<file path="src/hdl/isr_pkg.sv">
// package with the working type and one root recurrence step
`timescale 1ns / 1ps

package isr_pkg;

  localparam int unsigned ISR_RAD_W           = 32;
  localparam int unsigned ISR_ROOT_W          = 16;
  localparam int unsigned ISR_REM_W           = 17;
  localparam int unsigned ISR_STAGES          = 4;
  localparam int unsigned ISR_STEPS_PER_STAGE = 4;

  typedef struct packed {
    logic [ISR_RAD_W-1:0]  rad_rest;
    logic [ISR_ROOT_W-1:0] root;
    logic [ISR_REM_W-1:0]  rem;
    logic                  neg;
  } isr_work_t;

  // one digit of the shift-subtract root: bring down two radicand bits,
  // try 4*root+1 against the remainder
  function automatic isr_work_t isr_step(input isr_work_t w);
    logic [ISR_REM_W+1:0] acc;
    logic [ISR_REM_W+1:0] trial;
    isr_work_t            r;
    acc        = {w.rem, w.rad_rest[ISR_RAD_W-1 -: 2]};
    trial      = {1'b0, w.root, 2'b01};
    r          = w;
    r.rad_rest = {w.rad_rest[ISR_RAD_W-3:0], 2'b00};
    if (acc >= trial) begin
      r.rem  = ISR_REM_W'(acc - trial);
      r.root = {w.root[ISR_ROOT_W-2:0], 1'b1};
    end else begin
      r.rem  = acc[ISR_REM_W-1:0];
      r.root = {w.root[ISR_ROOT_W-2:0], 1'b0};
    end
    return r;
  endfunction

endpackage

</file>
<file path="src/hdl/isr_stage.sv">
// one pipeline stage: four root digits and a stalling register
`timescale 1ns / 1ps

module isr_stage
  import isr_pkg::*;
(
  input  logic      clk,
  input  logic      rst_n,
  input  logic      up_valid,
  output logic      up_ready,
  input  isr_work_t up_work,
  output logic      dn_valid,
  input  logic      dn_ready,
  output isr_work_t dn_work
);

  logic      valid_r;
  isr_work_t work_r;
  isr_work_t work_nxt;

  // stage takes a new request when empty or when its content moves on
  assign up_ready = !valid_r || dn_ready;

  always_comb begin
    work_nxt = up_work;
    for (int i = 0; i < ISR_STEPS_PER_STAGE; i++) begin
      work_nxt = isr_step(work_nxt);
    end
  end

  always_ff @(posedge clk) begin
    if (!rst_n) begin
      valid_r <= 1'b0;
    end else if (up_ready) begin
      valid_r <= up_valid;
    end
  end

  always_ff @(posedge clk) begin
    if (up_ready && up_valid) begin
      work_r <= work_nxt;
    end
  end

  assign dn_valid = valid_r;
  assign dn_work  = work_r;

endmodule

</file>
<file path="src/hdl/integer_square_root_unit.sv">
// floor square root of a signed 32-bit radicand, four-stage pipeline
// an accepted request is registered in each stage in turn before it reaches out_tvalid
// throughput: one request per cycle while out_tready stays high; each of the four stages resolves four root bits
// a stalled output holds; upstream stages still fill any empty slots behind it
// reset clears the stage valid bits only; payload registers are not reset
`timescale 1ns / 1ps

module integer_square_root_unit
  import isr_pkg::*;
(
  input  logic        clk,
  input  logic        rst_n,
  input  logic        in_tvalid,
  output logic        in_tready,
  input  logic [31:0] in_tdata,   // [31:0] radicand
  output logic        out_tvalid,
  input  logic        out_tready,
  output logic [15:0] out_tdata,  // [15:0] root
  output logic        out_tuser   // [0] negative_input
);

  logic      valid [ISR_STAGES+1];
  logic      ready [ISR_STAGES+1];
  isr_work_t work  [ISR_STAGES+1];

  assign valid[0]         = in_tvalid;
  assign in_tready        = ready[0];
  assign work[0].rad_rest = in_tdata;
  assign work[0].root     = '0;
  assign work[0].rem      = '0;
  assign work[0].neg      = in_tdata[ISR_RAD_W-1];

  for (genvar s = 0; s < ISR_STAGES; s++) begin : g_stage
    isr_stage u_stage (
      .clk      (clk),
      .rst_n    (rst_n),
      .up_valid (valid[s]),
      .up_ready (ready[s]),
      .up_work  (work[s]),
      .dn_valid (valid[s+1]),
      .dn_ready (ready[s+1]),
      .dn_work  (work[s+1])
    );
  end

  assign ready[ISR_STAGES] = out_tready;
  assign out_tvalid        = valid[ISR_STAGES];
  // negative radicand reports a zero root
  assign out_tdata         = work[ISR_STAGES].neg ? '0 : work[ISR_STAGES].root;
  assign out_tuser         = work[ISR_STAGES].neg;

endmodule

</file>
<file path="config.mk">
export PLATFORM = sky130hd
export DESIGN_NAME = integer_square_root_unit
export DESIGN_NICKNAME = d
export VERILOG_FILES = /design/src/hdl/isr_pkg.sv /design/src/hdl/isr_stage.sv /design/src/hdl/integer_square_root_unit.sv
export SDC_FILE = /design/constraint.sdc
export NUM_CORES = 1
export LEC_CHECK = 0
export BUFFER_PORTS_ARGS = -buffer_cell sky130_fd_sc_hd__buf_2
export CAP_MARGIN = 20
export CORE_MARGIN = 1
export CORE_UTILIZATION = 57
export CTS_CLUSTER_SIZE = 12
export DETAILED_ROUTE_END_ITERATION = 12
export PLACE_DENSITY = 0.79
export SYNTH_ARGS = -nofsm -noshare
export SYNTH_HDL_FRONTEND = slang
export SYNTH_HIERARCHICAL = 1
export SYNTH_SLANG_ARGS = --single-unit
</file>
<file path="constraint.sdc">
create_clock -name clk -period 12.5 [get_ports clk]
set_input_delay 2.5 -clock clk [delete_from_list [all_inputs] [get_ports clk]]
set_output_delay 2.5 -clock clk [all_outputs]
set_load 0.02 [all_outputs]
</file>
## After elaboration in Yosys (flattened, before gate mapping)

Cells that the tools add are included.

| cells by class | value |
|---|---|
| reduce and logical (&&, ||, !) cells | 12 |
| add/subtract/negate cells | 16 |
| muxes and demuxes | 17 |
| magnitude comparators | 16 |

Operators by type and width:

| cell | count |
|---|---|
| 2-to-1 mux 18 bit | 16 |
| greater-or-equal comparator 19 x 10 -> 1 bit | 1 |
| greater-or-equal comparator 19 x 11 -> 1 bit | 1 |
| greater-or-equal comparator 19 x 12 -> 1 bit | 1 |
| greater-or-equal comparator 19 x 13 -> 1 bit | 1 |
| greater-or-equal comparator 19 x 14 -> 1 bit | 1 |
| greater-or-equal comparator 19 x 15 -> 1 bit | 1 |
| greater-or-equal comparator 19 x 16 -> 1 bit | 1 |
| greater-or-equal comparator 19 x 17 -> 1 bit | 1 |
| greater-or-equal comparator 19 x 3 -> 1 bit | 1 |
| greater-or-equal comparator 19 x 4 -> 1 bit | 1 |
| greater-or-equal comparator 19 x 5 -> 1 bit | 1 |
| greater-or-equal comparator 19 x 6 -> 1 bit | 1 |
| greater-or-equal comparator 19 x 7 -> 1 bit | 1 |
| greater-or-equal comparator 19 x 8 -> 1 bit | 1 |
| greater-or-equal comparator 19 x 9 -> 1 bit | 1 |
| subtractor 17 x 10 -> 17 bit | 1 |
| subtractor 17 x 11 -> 17 bit | 1 |
| subtractor 17 x 12 -> 17 bit | 1 |
| subtractor 17 x 13 -> 17 bit | 1 |
| subtractor 17 x 14 -> 17 bit | 1 |
| subtractor 17 x 15 -> 17 bit | 1 |
| subtractor 17 x 16 -> 17 bit | 1 |
| subtractor 17 bit | 1 |
| other kinds (13) | 22 |

| word-level totals | value |
|---|---|
| output and inout port bits | 19 |
| word-level logic and storage cells | 79 |
| input bits | 36 |
| register bits after elaboration | 147 |

## Logic depth before layout (Yosys ltp)

Gate-level depths: netlist (run 1).

| logic depth | value |
|---|---|
| word-level depth | 8 |
| gate-level depth with buffers | 53 |
| mapped depth without buffers | 47 |

## Cells and area by module

Netlist (run 1), hierarchy kept.

By module, submodules not included:

| module | times used | area each (µm²) | seq. area each (µm²) | cells each |
|---|---|---|---|---|
| isr_stage (g_stage[0].u_stage ...) | 2 | 6207.2 | 1761.7 | 711 |
| isr_stage (g_stage[1].u_stage) | 1 | 6485.0 | 1761.7 | 751 |
| isr_stage (g_stage[3].u_stage) | 1 | 6341.1 | 1761.7 | 707 |
| integer_square_root_unit | 1 | 147.6 | 0.0 | 18 |

## Least setup slack after synthesis (run 1)

No wires, ideal clock.

| path | value |
|---|---|
| path type | input port to flip-flop |
| start point | input in_tdata[31] |
| end point | register g_stage[0].u_stage.work_r, in the netlist g_stage[0].u_stage/dn_work[15], data pin |
| setup time | 0.260 ns |
| setup slack | 1.428 ns |
| buffers on the path | 7 |
| required time | 12.240 ns |
| stages on the path | 43 |
| data arrival time | 10.812 ns |
| cell sequence | inv_1 ha_1 inv_1 or4_4 o21a_4 nand2_1 clkbuf_1 o21ai_0 o21ai_0 ha_1 clkbuf_1 a21oi_1 o21bai_1 a221oi_1 o21ai_1 o2bb2ai_2 o221a_4 or3_1 [... 7 more ...] nor4_1 a211o_1 or4_1 a21o_2 buf_1 mux2_2 ha_1 nand3_1 or2_2 nor4_1 nand2b_1 nand3_1 a2111oi_0 o311ai_0 a21o_1 buf_4 buf_6 mux2_2 |

RTL lines:

| element | line | RTL |
|---|---|---|
| start: declaration | integer_square_root_unit.sv:15 | `input logic [31:0] in_tdata,` |
| end signal: assignment | isr_stage.sv:41 | `work_r <= work_nxt;` |
| end: declaration | isr_stage.sv:18 | `isr_work_t work_r;` |

==> results.py, run 1 <==
metrics = {
    "status": {
        "status": "finished, final reports clean",
    },
    "hold_path": {
        "min_from": "g_stage[0].u_stage/dn_work[0]",
        "hold_depth": 0,
        "hp-class": "register to register",
        "min_to": "g_stage[1].u_stage/dn_work[0]",
    },
    "setup_path": {
        "critPathArrivalTime_ns": 11.87,
        "start_kind": "register",
        "r2r_slack_ns": 0.84,
        "slowest_delay_ns": 0.61,
        "path_class": "register to register",
        "r2r_start": "g_stage[0].u_stage/dn_work[27]",
        "reg2reg_to": "g_stage[1].u_stage/dn_work[2]",
        "worst-r2r-cell-count": 39,
        "cp-end-kind": "register",
        "cp.buffers_inverters": 5,
        "slowest_stage": "or4_4",
        "required_ns": 12.71,
        "crit_fanout": 30,
        "cp_top_family": "simple AND/OR/NAND/NOR gates",
        "worstSetupPathDepth": 39,
    },
    "placement": {
        "portBuffers": 54,
        "gp_congestion": 0.9404,
        "placed_cell_area_sq_mm": 0.02334,
        "dp_slack_ns": 0.4652,
        "hpwl_mm": 50.80,
    },
    "sta": {
        "tightest_slew_ns": 1.075,
        "slew_headroom_pct": 28.34,
        "timing.fmax_mhz": 85.74,
        "setup_ws_ns": 0.8367,
        "fin_setup_tns_ns": 0,
        "rsz0062_at_grt": "no",
        "final_max_slew_viol_count": 0,
        "skew_ns": 0.01556,
        "setup_viol": 0,
        "finalCritPeriodShare_pct": 93.31,
        "finalHoldViolCount": 0,
        "fin_crit_ns": 11.66,
    },
    "clock_network": {
        "cts_root_buf": "clkbuf_16",
        "clk_path_buf_depth": 2,
        "worst_skew_pair.late_latency_ns": 0.46,
        "cts_sinks": 171,
        "clkSlewWorstSetupHoldPaths_ns": 0.07,
        "tritoncts": "done",
        "numCtsBuffers": 17,
        "cts-htree-levels": 4,
    },
    "route": {
        "finalWirelength_mm": 64.53,
        "drt-wirelength-per-cell_um": 19.52,
        "vias_per_cell": 6.337,
        "ant_nets": 0,
        "first_iter_violations": 1775,
        "firstDrtPassIters": 6,
        "via_count": 20951,
        "drc": 0,
    },
    "global_routing": {
        "antenna_found_initial": 0,
        "grt-ovfl-total": 0,
        "grt_pass1_vias": 20218,
        "grt_pass1_wl_mm": 103.3,
        "grt_util_all_layers_pct": 31.82,
        "grt_max_degree": 59,
    },
    "floorplan": {
        "io_pins": 55,
        "start_util_pct": 57.89,
        "core_area_sq_mm": 0.03874,
        "dieWidth_um": 200.4,
        "dieArea_sq_mm": 0.04014,
        "die-height_um": 200.4,
        "rows": 72,
    },
    "run": {
        "max_cap_violations": 0,
    },
    "cells_and_area": {
        "drive_gt1_share_pct": 9.182,
        "multi_input_area_sq_mm": 0.01649,
        "stdcell_area_sq_mm": 0.02398,
        "syn2layout_area_growth_pct": 6.918,
        "nets": 3098,
        "antenna_cells": 0,
        "fill_cells": 3399,
        "register_area_sq_mm": 0.005095,
    },
    "synth": {
        "synthCells": 2696,
        "avgSynthCellArea_sq_um": 8.318,
        "yosys_warnings": 6,
        "syn_area_sq_mm": 0.02243,
    },
}
==> cell type report <==
cell class | instances | share of cell area, %
flip-flops and latches | 171 | 21.25
inverters | 192 | 3.021
well taps | 518 | 2.703
repair buffers | 73 | 1.774
multi-input cells | 2320 | 68.77
clock inverters | 15 | 0.7097
clock buffers | 17 | 1.774
==> layout by cell type (no fill, tap or decap), drive strengths merged, types with 58 or more instances in the layout <==
cell type / instances
buf: 73
conb: 62
nor2: 222
ha: 287
inv: 197
nor3: 58
a21oi: 275
a21o: 114
xor2: 58
xnor2: 144
nand3: 69
o21ai: 158
nand2: 191
edfxtp: 167
==> registers in the layout, summed over array words and instances, names as in the netlist <==
| signal | cells |
|---|---|
| g_stage.u_stage/dn_valid | 4 |
| g_stage.u_stage/dn_work | 167 |
==> metal layers <==
layer	wire (um)	track usage, %
met5	0	0
met4	3200	15.40
met3	3491	4.019
met2	29880	53.83
met1	27960	40.09
==> through the flow <==
step | instances | util [%] | hold slack, ns
after detailed placement | 3270 | 60.25 | 0.4045
after global routing | 3306 | 61.90 | 0.4250
after CTS | 3302 | 61.79 | 0.4201
after floorplan | 2757 | - | 0.4003
final | 3306 | 61.90 | 0.4193
after global placement | 3270 | 60.25 | 0.4026
==> worst max-delay path by stage <==
stage / from / slack (ns) / to
CTS: g_stage[0].u_stage/dn_work[19] / 0.81 / g_stage[1].u_stage/dn_work[1]
global placement: in_tdata[31] / 0.60 / g_stage[0].u_stage/dn_work[13]
detailed placement: in_tdata[31] / 0.47 / g_stage[0].u_stage/dn_work[10]
global route: g_stage[0].u_stage/dn_work[19] / 0.02 / g_stage[1].u_stage/dn_work[7]
finish: g_stage[0].u_stage/dn_work[27] / 0.84 / g_stage[1].u_stage/dn_work[2]
floorplan: in_tdata[31] / 1.43 / g_stage[0].u_stage/dn_work[15]
==> repair_timing <==
item,CTS,global route
buffers inserted,0,4
resized for setup,0,3
hold buffers,0,0
endpoints found under the setup margin,0,24
Power of run 1 is not shown: default switching activity piles up to over one toggle a cycle in this logic, so the estimate is an artifact.
==> inputs of run 2 (changes only) <==
--- a/config.mk
+++ b/config.mk
@@ -5,13 +5,14 @@
 export SDC_FILE = /design/constraint.sdc
 export NUM_CORES = 1
 export LEC_CHECK = 0
-export BUFFER_PORTS_ARGS = -buffer_cell sky130_fd_sc_hd__buf_2
 export CAP_MARGIN = 20
 export CORE_MARGIN = 1
 export CORE_UTILIZATION = 57
 export CTS_CLUSTER_SIZE = 12
 export DETAILED_ROUTE_END_ITERATION = 12
-export PLACE_DENSITY = 0.79
+export DONT_BUFFER_PORTS = 1
+export MAX_ROUTING_LAYER = met4
+export PLACE_DENSITY = 0.77
 export SYNTH_ARGS = -nofsm -noshare
 export SYNTH_HDL_FRONTEND = slang
 export SYNTH_HIERARCHICAL = 1
==> run 2 against run 1 <==
Compared with the run above: worst setup slack lost 0.13 ns; global-route usage rose by 1.5 points; worst hold slack improved by 0.0018 ns; sequential cell count is the same; maximum frequency decreased by 1.1%; utilization shrank 0.84 points; die area did not move; sequential share of layout area grew 0.29 points; non-clock buffer count decreased by 54; cell area decreased by 1.4%; wire length rose by 1.2%; critical path depth unchanged.
==> results.py, run 2 (synthesized netlist as in run 1, its figures left out) <==
metrics = {
    "clock_network": {
        "numCtsBuffers": 17,
        "tritoncts": "done",
        "clk_path_buf_depth": 2,
        "clkSlewWorstSetupHoldPaths_ns": 0.07,
        "cts_sinks": 171,
        "worst_skew_pair.late_latency_ns": 0.48,
        "cts-htree-levels": 4,
        "cts_root_buf": "clkbuf_16",
        "post_cts_buffers": 0,
    },
    "placement": {
        "hpwl_mm": 52.41,
        "gp_congestion": 0.9790,
        "portBuffers": 0,
        "numPlacedInstances": 3220,
    },
    "setup_path": {
        "cp-end-kind": "register",
        "cp.buffers_inverters": 5,
        "worstSetupPathDepth": 39,
        "crit_fanout": 30,
        "worst-r2r-cell-count": 39,
        "required_ns": 12.71,
        "slowest_delay_ns": 0.84,
        "cp_top_family": "simple AND/OR/NAND/NOR gates",
        "path_class": "register to register",
        "critPathArrivalTime_ns": 12.00,
        "start_kind": "register",
        "slowest_stage": "or4_1",
    },
    "sta": {
        "finalHoldViolCount": 0,
        "tightest_slew_ns": 1.048,
        "finalCritPeriodShare_pct": 94.35,
        "final_max_slew_viol_count": 0,
        "skew_ns": 0.01104,
        "setup_viol": 0,
        "rsz0062_at_grt": "no",
        "timing.hold.ws_ns": 0.4210,
        "timing.fmax_mhz": 84.79,
        "slew_headroom_pct": 30.17,
        "fin_crit_ns": 11.79,
        "fin_setup_tns_ns": 0,
    },
    "route": {
        "drc": 0,
        "ant_nets": 0,
        "finalWirelength_mm": 65.31,
        "drt-wirelength-per-cell_um": 20.08,
        "firstDrtPassIters": 5,
        "via_count": 20634,
        "first_iter_violations": 1593,
        "vias_per_cell": 6.345,
    },
    "global_routing": {
        "antenna_found_initial": 0,
        "grt_pass1_vias": 19624,
        "grt-ovfl-total": 0,
        "grt_pass1_wl_mm": 103.2,
        "grt_max_degree": 59,
        "grt_util_all_layers_pct": 33.28,
    },
    "floorplan": {
        "io_pins": 55,
        "core_area_sq_mm": 0.03874,
        "dieArea_sq_mm": 0.04014,
        "dieWidth_um": 200.4,
        "rows": 72,
        "die-height_um": 200.4,
        "start_util_pct": 57.89,
    },
    "hold_path": {
        "hp-class": "register to register",
        "hold_depth": 0,
    },
    "cells_and_area": {
        "antenna_cells": 0,
        "finish.utilization_pct": 61.06,
        "drive_gt1_share_pct": 7.315,
        "final_cells": 3252,
        "final_cell_mix": "ha_1, a21oi_1, nor2_1, nand2_1, inv_1",
        "final_common_cell": "ha_1",
        "nets": 3044,
        "syn2layout_area_growth_pct": 5.468,
        "fill_cells": 3440,
        "largest_reg_flops": 167,
    },
    "run": {
        "max_cap_violations": 0,
    },
    "status": {
        "status": "finished, final reports clean",
    },
}
-- run 2: metrics by stage --
stage                     area, sq um  setup slack (ns)
final                           23650            0.7066
after CTS                       23650            0.7603
after global routing            23650           0.03628
after global placement          23100            0.5983
after floorplan                 22660             1.428
after detailed placement        23100            0.2636
-- run 2: what timing repair did --
item	CTS	global route
resized for setup	0	1
hold buffers	0	0
endpoints found under the setup margin	0	16
endpoints found under the hold margin	0	0
-- run 2: path summary, 6_finish.rpt --
kind	start	endpoint	slack (ns)
worst min register to register	g_stage[0].u_stage/dn_work[0]	g_stage[1].u_stage/dn_work[0]	0.42
worst max register to register	g_stage[0].u_stage/dn_work[18]	g_stage[1].u_stage/dn_work[4]	0.71
worst min-delay path	g_stage[0].u_stage/dn_work[0]	g_stage[1].u_stage/dn_work[0]	0.42
worst max-delay path	g_stage[0].u_stage/dn_work[18]	g_stage[1].u_stage/dn_work[4]	0.71
-- run 2: worst register-to-register path, delay by kind of cell, from the launching register on --
kind	cells	cell delay (ns)
flip-flops	1	0.43
adder cells (fa/ha/maj)	4	1.57
buffers and inverters	5	1.50
multiplexers	3	1.08
AND/OR/NAND/NOR	15	3.90
AO/OA/AOI/OAI	12	3.02
-- run 2: per-layer routing --
metal / global-route usage [%] / vias to the layer above / wire length, um
li1: - / 10047 / -
met1: 40.76 / 9735 / 28210
met2: 54.48 / 680 / 30670
met3: 4.247 / 172 / 3355
met4: 15.49 / 0 / 3071
met5: - / - / 0
-- run 2: cell type report --
cell class                      instances  area, sq um  area share, %
Multi-Input combinational cell       2320        16480          69.68
Sequential cell                       171         5095          21.54
Inverter                              192        720.7          3.047
Tap cell                              518        648.1          2.740
Clock buffer                           17        425.4          1.799
Timing Repair Buffer                   19        155.1         0.6559
Clock inverter                         15        127.6         0.5396
Power of run 2 is left out for the same reason.
==> inputs of run 3 (changes only) <==
--- a/config.mk
+++ b/config.mk
@@ -5,6 +5,7 @@
 export SDC_FILE = /design/constraint.sdc
 export NUM_CORES = 1
 export LEC_CHECK = 0
+export ABC_AREA = 1
 export CAP_MARGIN = 20
 export CORE_MARGIN = 1
 export CORE_UTILIZATION = 57
==> run 3 against run 2 <==
Compared with the run above: die area decreased by 2.0%; non-clock buffer count decreased by 15; first-iteration DRC count decreased by 8.2%; utilization increased by 0.36 points; critical path type unchanged; largest cell class unchanged; highest routed layer unchanged.
==> results.py, run 3 <==
metrics = {
    "clock_network": {
        "cts_root_buf": "clkbuf_16",
        "numCtsBuffers": 17,
        "cts_sinks": 171,
        "ctsHoldBuffers": 0,
        "cts_resized": 0,
        "clkSlewWorstSetupHoldPaths_ns": 0.07,
        "worst_skew_pair.late_latency_ns": 0.48,
        "clk_path_buf_depth": 2,
        "tritoncts": "done",
        "cts-htree-levels": 4,
        "post_cts_buffers": 0,
    },
    "sta": {
        "setup_viol": 0,
        "timing.fmax_mhz": 101.5,
        "tightest_slew_ns": 0.9161,
        "rsz0062_at_grt": "no",
        "fin_crit_ns": 9.855,
        "finalHoldViolCount": 0,
        "skew_ns": 0.01715,
        "fin_setup_tns_ns": 0,
        "slew_headroom_pct": 38.79,
        "final_max_slew_viol_count": 0,
        "finalCritPeriodShare_pct": 78.84,
    },
    "global_routing": {
        "grt_pass1_vias": 19904,
        "grtUsageMet1_pct": 39.83,
        "grt_util_all_layers_pct": 34.06,
        "grt-ovfl-total": 0,
        "antenna_found_initial": 0,
        "grt_pass1_wl_mm": 100.7,
        "met2_usage_pct": 57.61,
        "grt_max_degree": 51,
        "grt_use_met3_pct": 4.156,
        "top_usage_layer": "met2",
    },
    "synth": {
        "yosys_warnings": 6,
        "avgSynthCellArea_sq_um": 6.969,
        "syn_area_sq_mm": 0.02197,
        "synthCells": 3153,
    },
    "floorplan": {
        "dieArea_sq_mm": 0.03934,
        "io_pins": 55,
        "start_util_pct": 58.06,
        "die-height_um": 198.3,
        "core_area_sq_mm": 0.03784,
        "dieWidth_um": 198.3,
        "rows": 71,
    },
    "setup_path": {
        "slowest_stage": "clkinv_1",
        "required_ns": 12.71,
        "slowest_delay_ns": 0.70,
        "crit_path_frequent_cell": "nand2_1",
        "worst-r2r-cell-count": 43,
        "path_class": "register to register",
        "start_kind": "register",
        "r2r_slack_ns": 2.64,
        "crit_fanout": 29,
        "cp-end-kind": "register",
        "critPathArrivalTime_ns": 10.07,
    },
    "cells_and_area": {
        "register_area_sq_mm": 0.005095,
        "nets": 3510,
        "largest_reg_flops": 167,
        "multi_input_area_sq_mm": 0.01525,
        "final_cell_mix": "nand2_1, inv_1, ha_1, a21oi_1, o21ai_0",
        "final_common_cell": "nand2_1",
        "syn2layout_area_growth_pct": 5.779,
        "fill_cells": 3614,
        "drive_gt1_share_pct": 7.531,
        "antenna_cells": 0,
    },
    "route": {
        "drt-wirelength-per-cell_um": 17.35,
        "via_count": 20953,
        "finalWirelength_mm": 64.37,
        "ant_nets": 0,
        "first_iter_violations": 1463,
        "vias_per_cell": 5.646,
        "drc": 0,
        "firstDrtPassIters": 5,
    },
    "run": {
        "max_cap_violations": 0,
    },
    "hold_path": {
        "hp-class": "register to register",
        "hold_depth": 0,
    },
    "placement": {
        "portBuffers": 0,
        "hpwl_mm": 51.90,
        "gp_congestion": 0.9788,
    },
    "status": {
        "status": "finished, final reports clean",
    },
}
## run 3: critical path: cells and delay by family, from the launching register on
| family | cells | cell delay, ns |
|---|---|---|
| flip-flops | 1 | 0.43 |
| buffers and inverters | 7 | 1.78 |
| AO/OA/AOI/OAI | 12 | 3.20 |
| AND/OR/NAND/NOR | 20 | 2.52 |
| adder cells (fa/ha/maj) | 4 | 1.59 |
## run 3: final timing paths
path                             startpoint                             end
min          g_stage[1].u_stage/dn_work[55]  g_stage[2].u_stage/dn_work[63]
min reg2reg  g_stage[1].u_stage/dn_work[55]  g_stage[2].u_stage/dn_work[63]
max reg2reg  g_stage[0].u_stage/dn_work[19]  g_stage[1].u_stage/dn_work[15]
max          g_stage[0].u_stage/dn_work[19]  g_stage[1].u_stage/dn_work[15]
## run 3: cell type report
cell class / count / share of cell area (%)
well taps: 511 / 2.751
clock inverters: 14 / 0.7859
repair buffers: 4 / 0.1615
flip-flops and latches: 171 / 21.92
multi-input cells: 2565 / 65.62
clock buffers: 18 / 1.846
inverters: 428 / 6.912
## run 3: layer usage
metal / share of wire (%) / up-vias / routed length, um
met4: 4.7 / 0 / 3029
met5: 0 / - / 0
met1: 42 / 9619 / 27350
li1: - / 10519 / -
met3: 4.9 / 191 / 3128
met2: 48 / 624 / 30860
## run 3: per-stage QoR
stage,worst slack [ns],area [sq um],cells,util [%],hold slack (ns)
after detailed placement,2.284,22620,3678,59.76,0.4045
after global routing,1.836,23240,3711,61.42,0.4317
after CTS,2.787,23230,3710,61.38,0.4214
after global placement,2.532,22620,3678,59.76,0.4006
after floorplan,3.927,22200,3213,-,0.4003
final,2.645,23240,3711,61.42,0.4216
Power of run 3 is left out for the same reason.
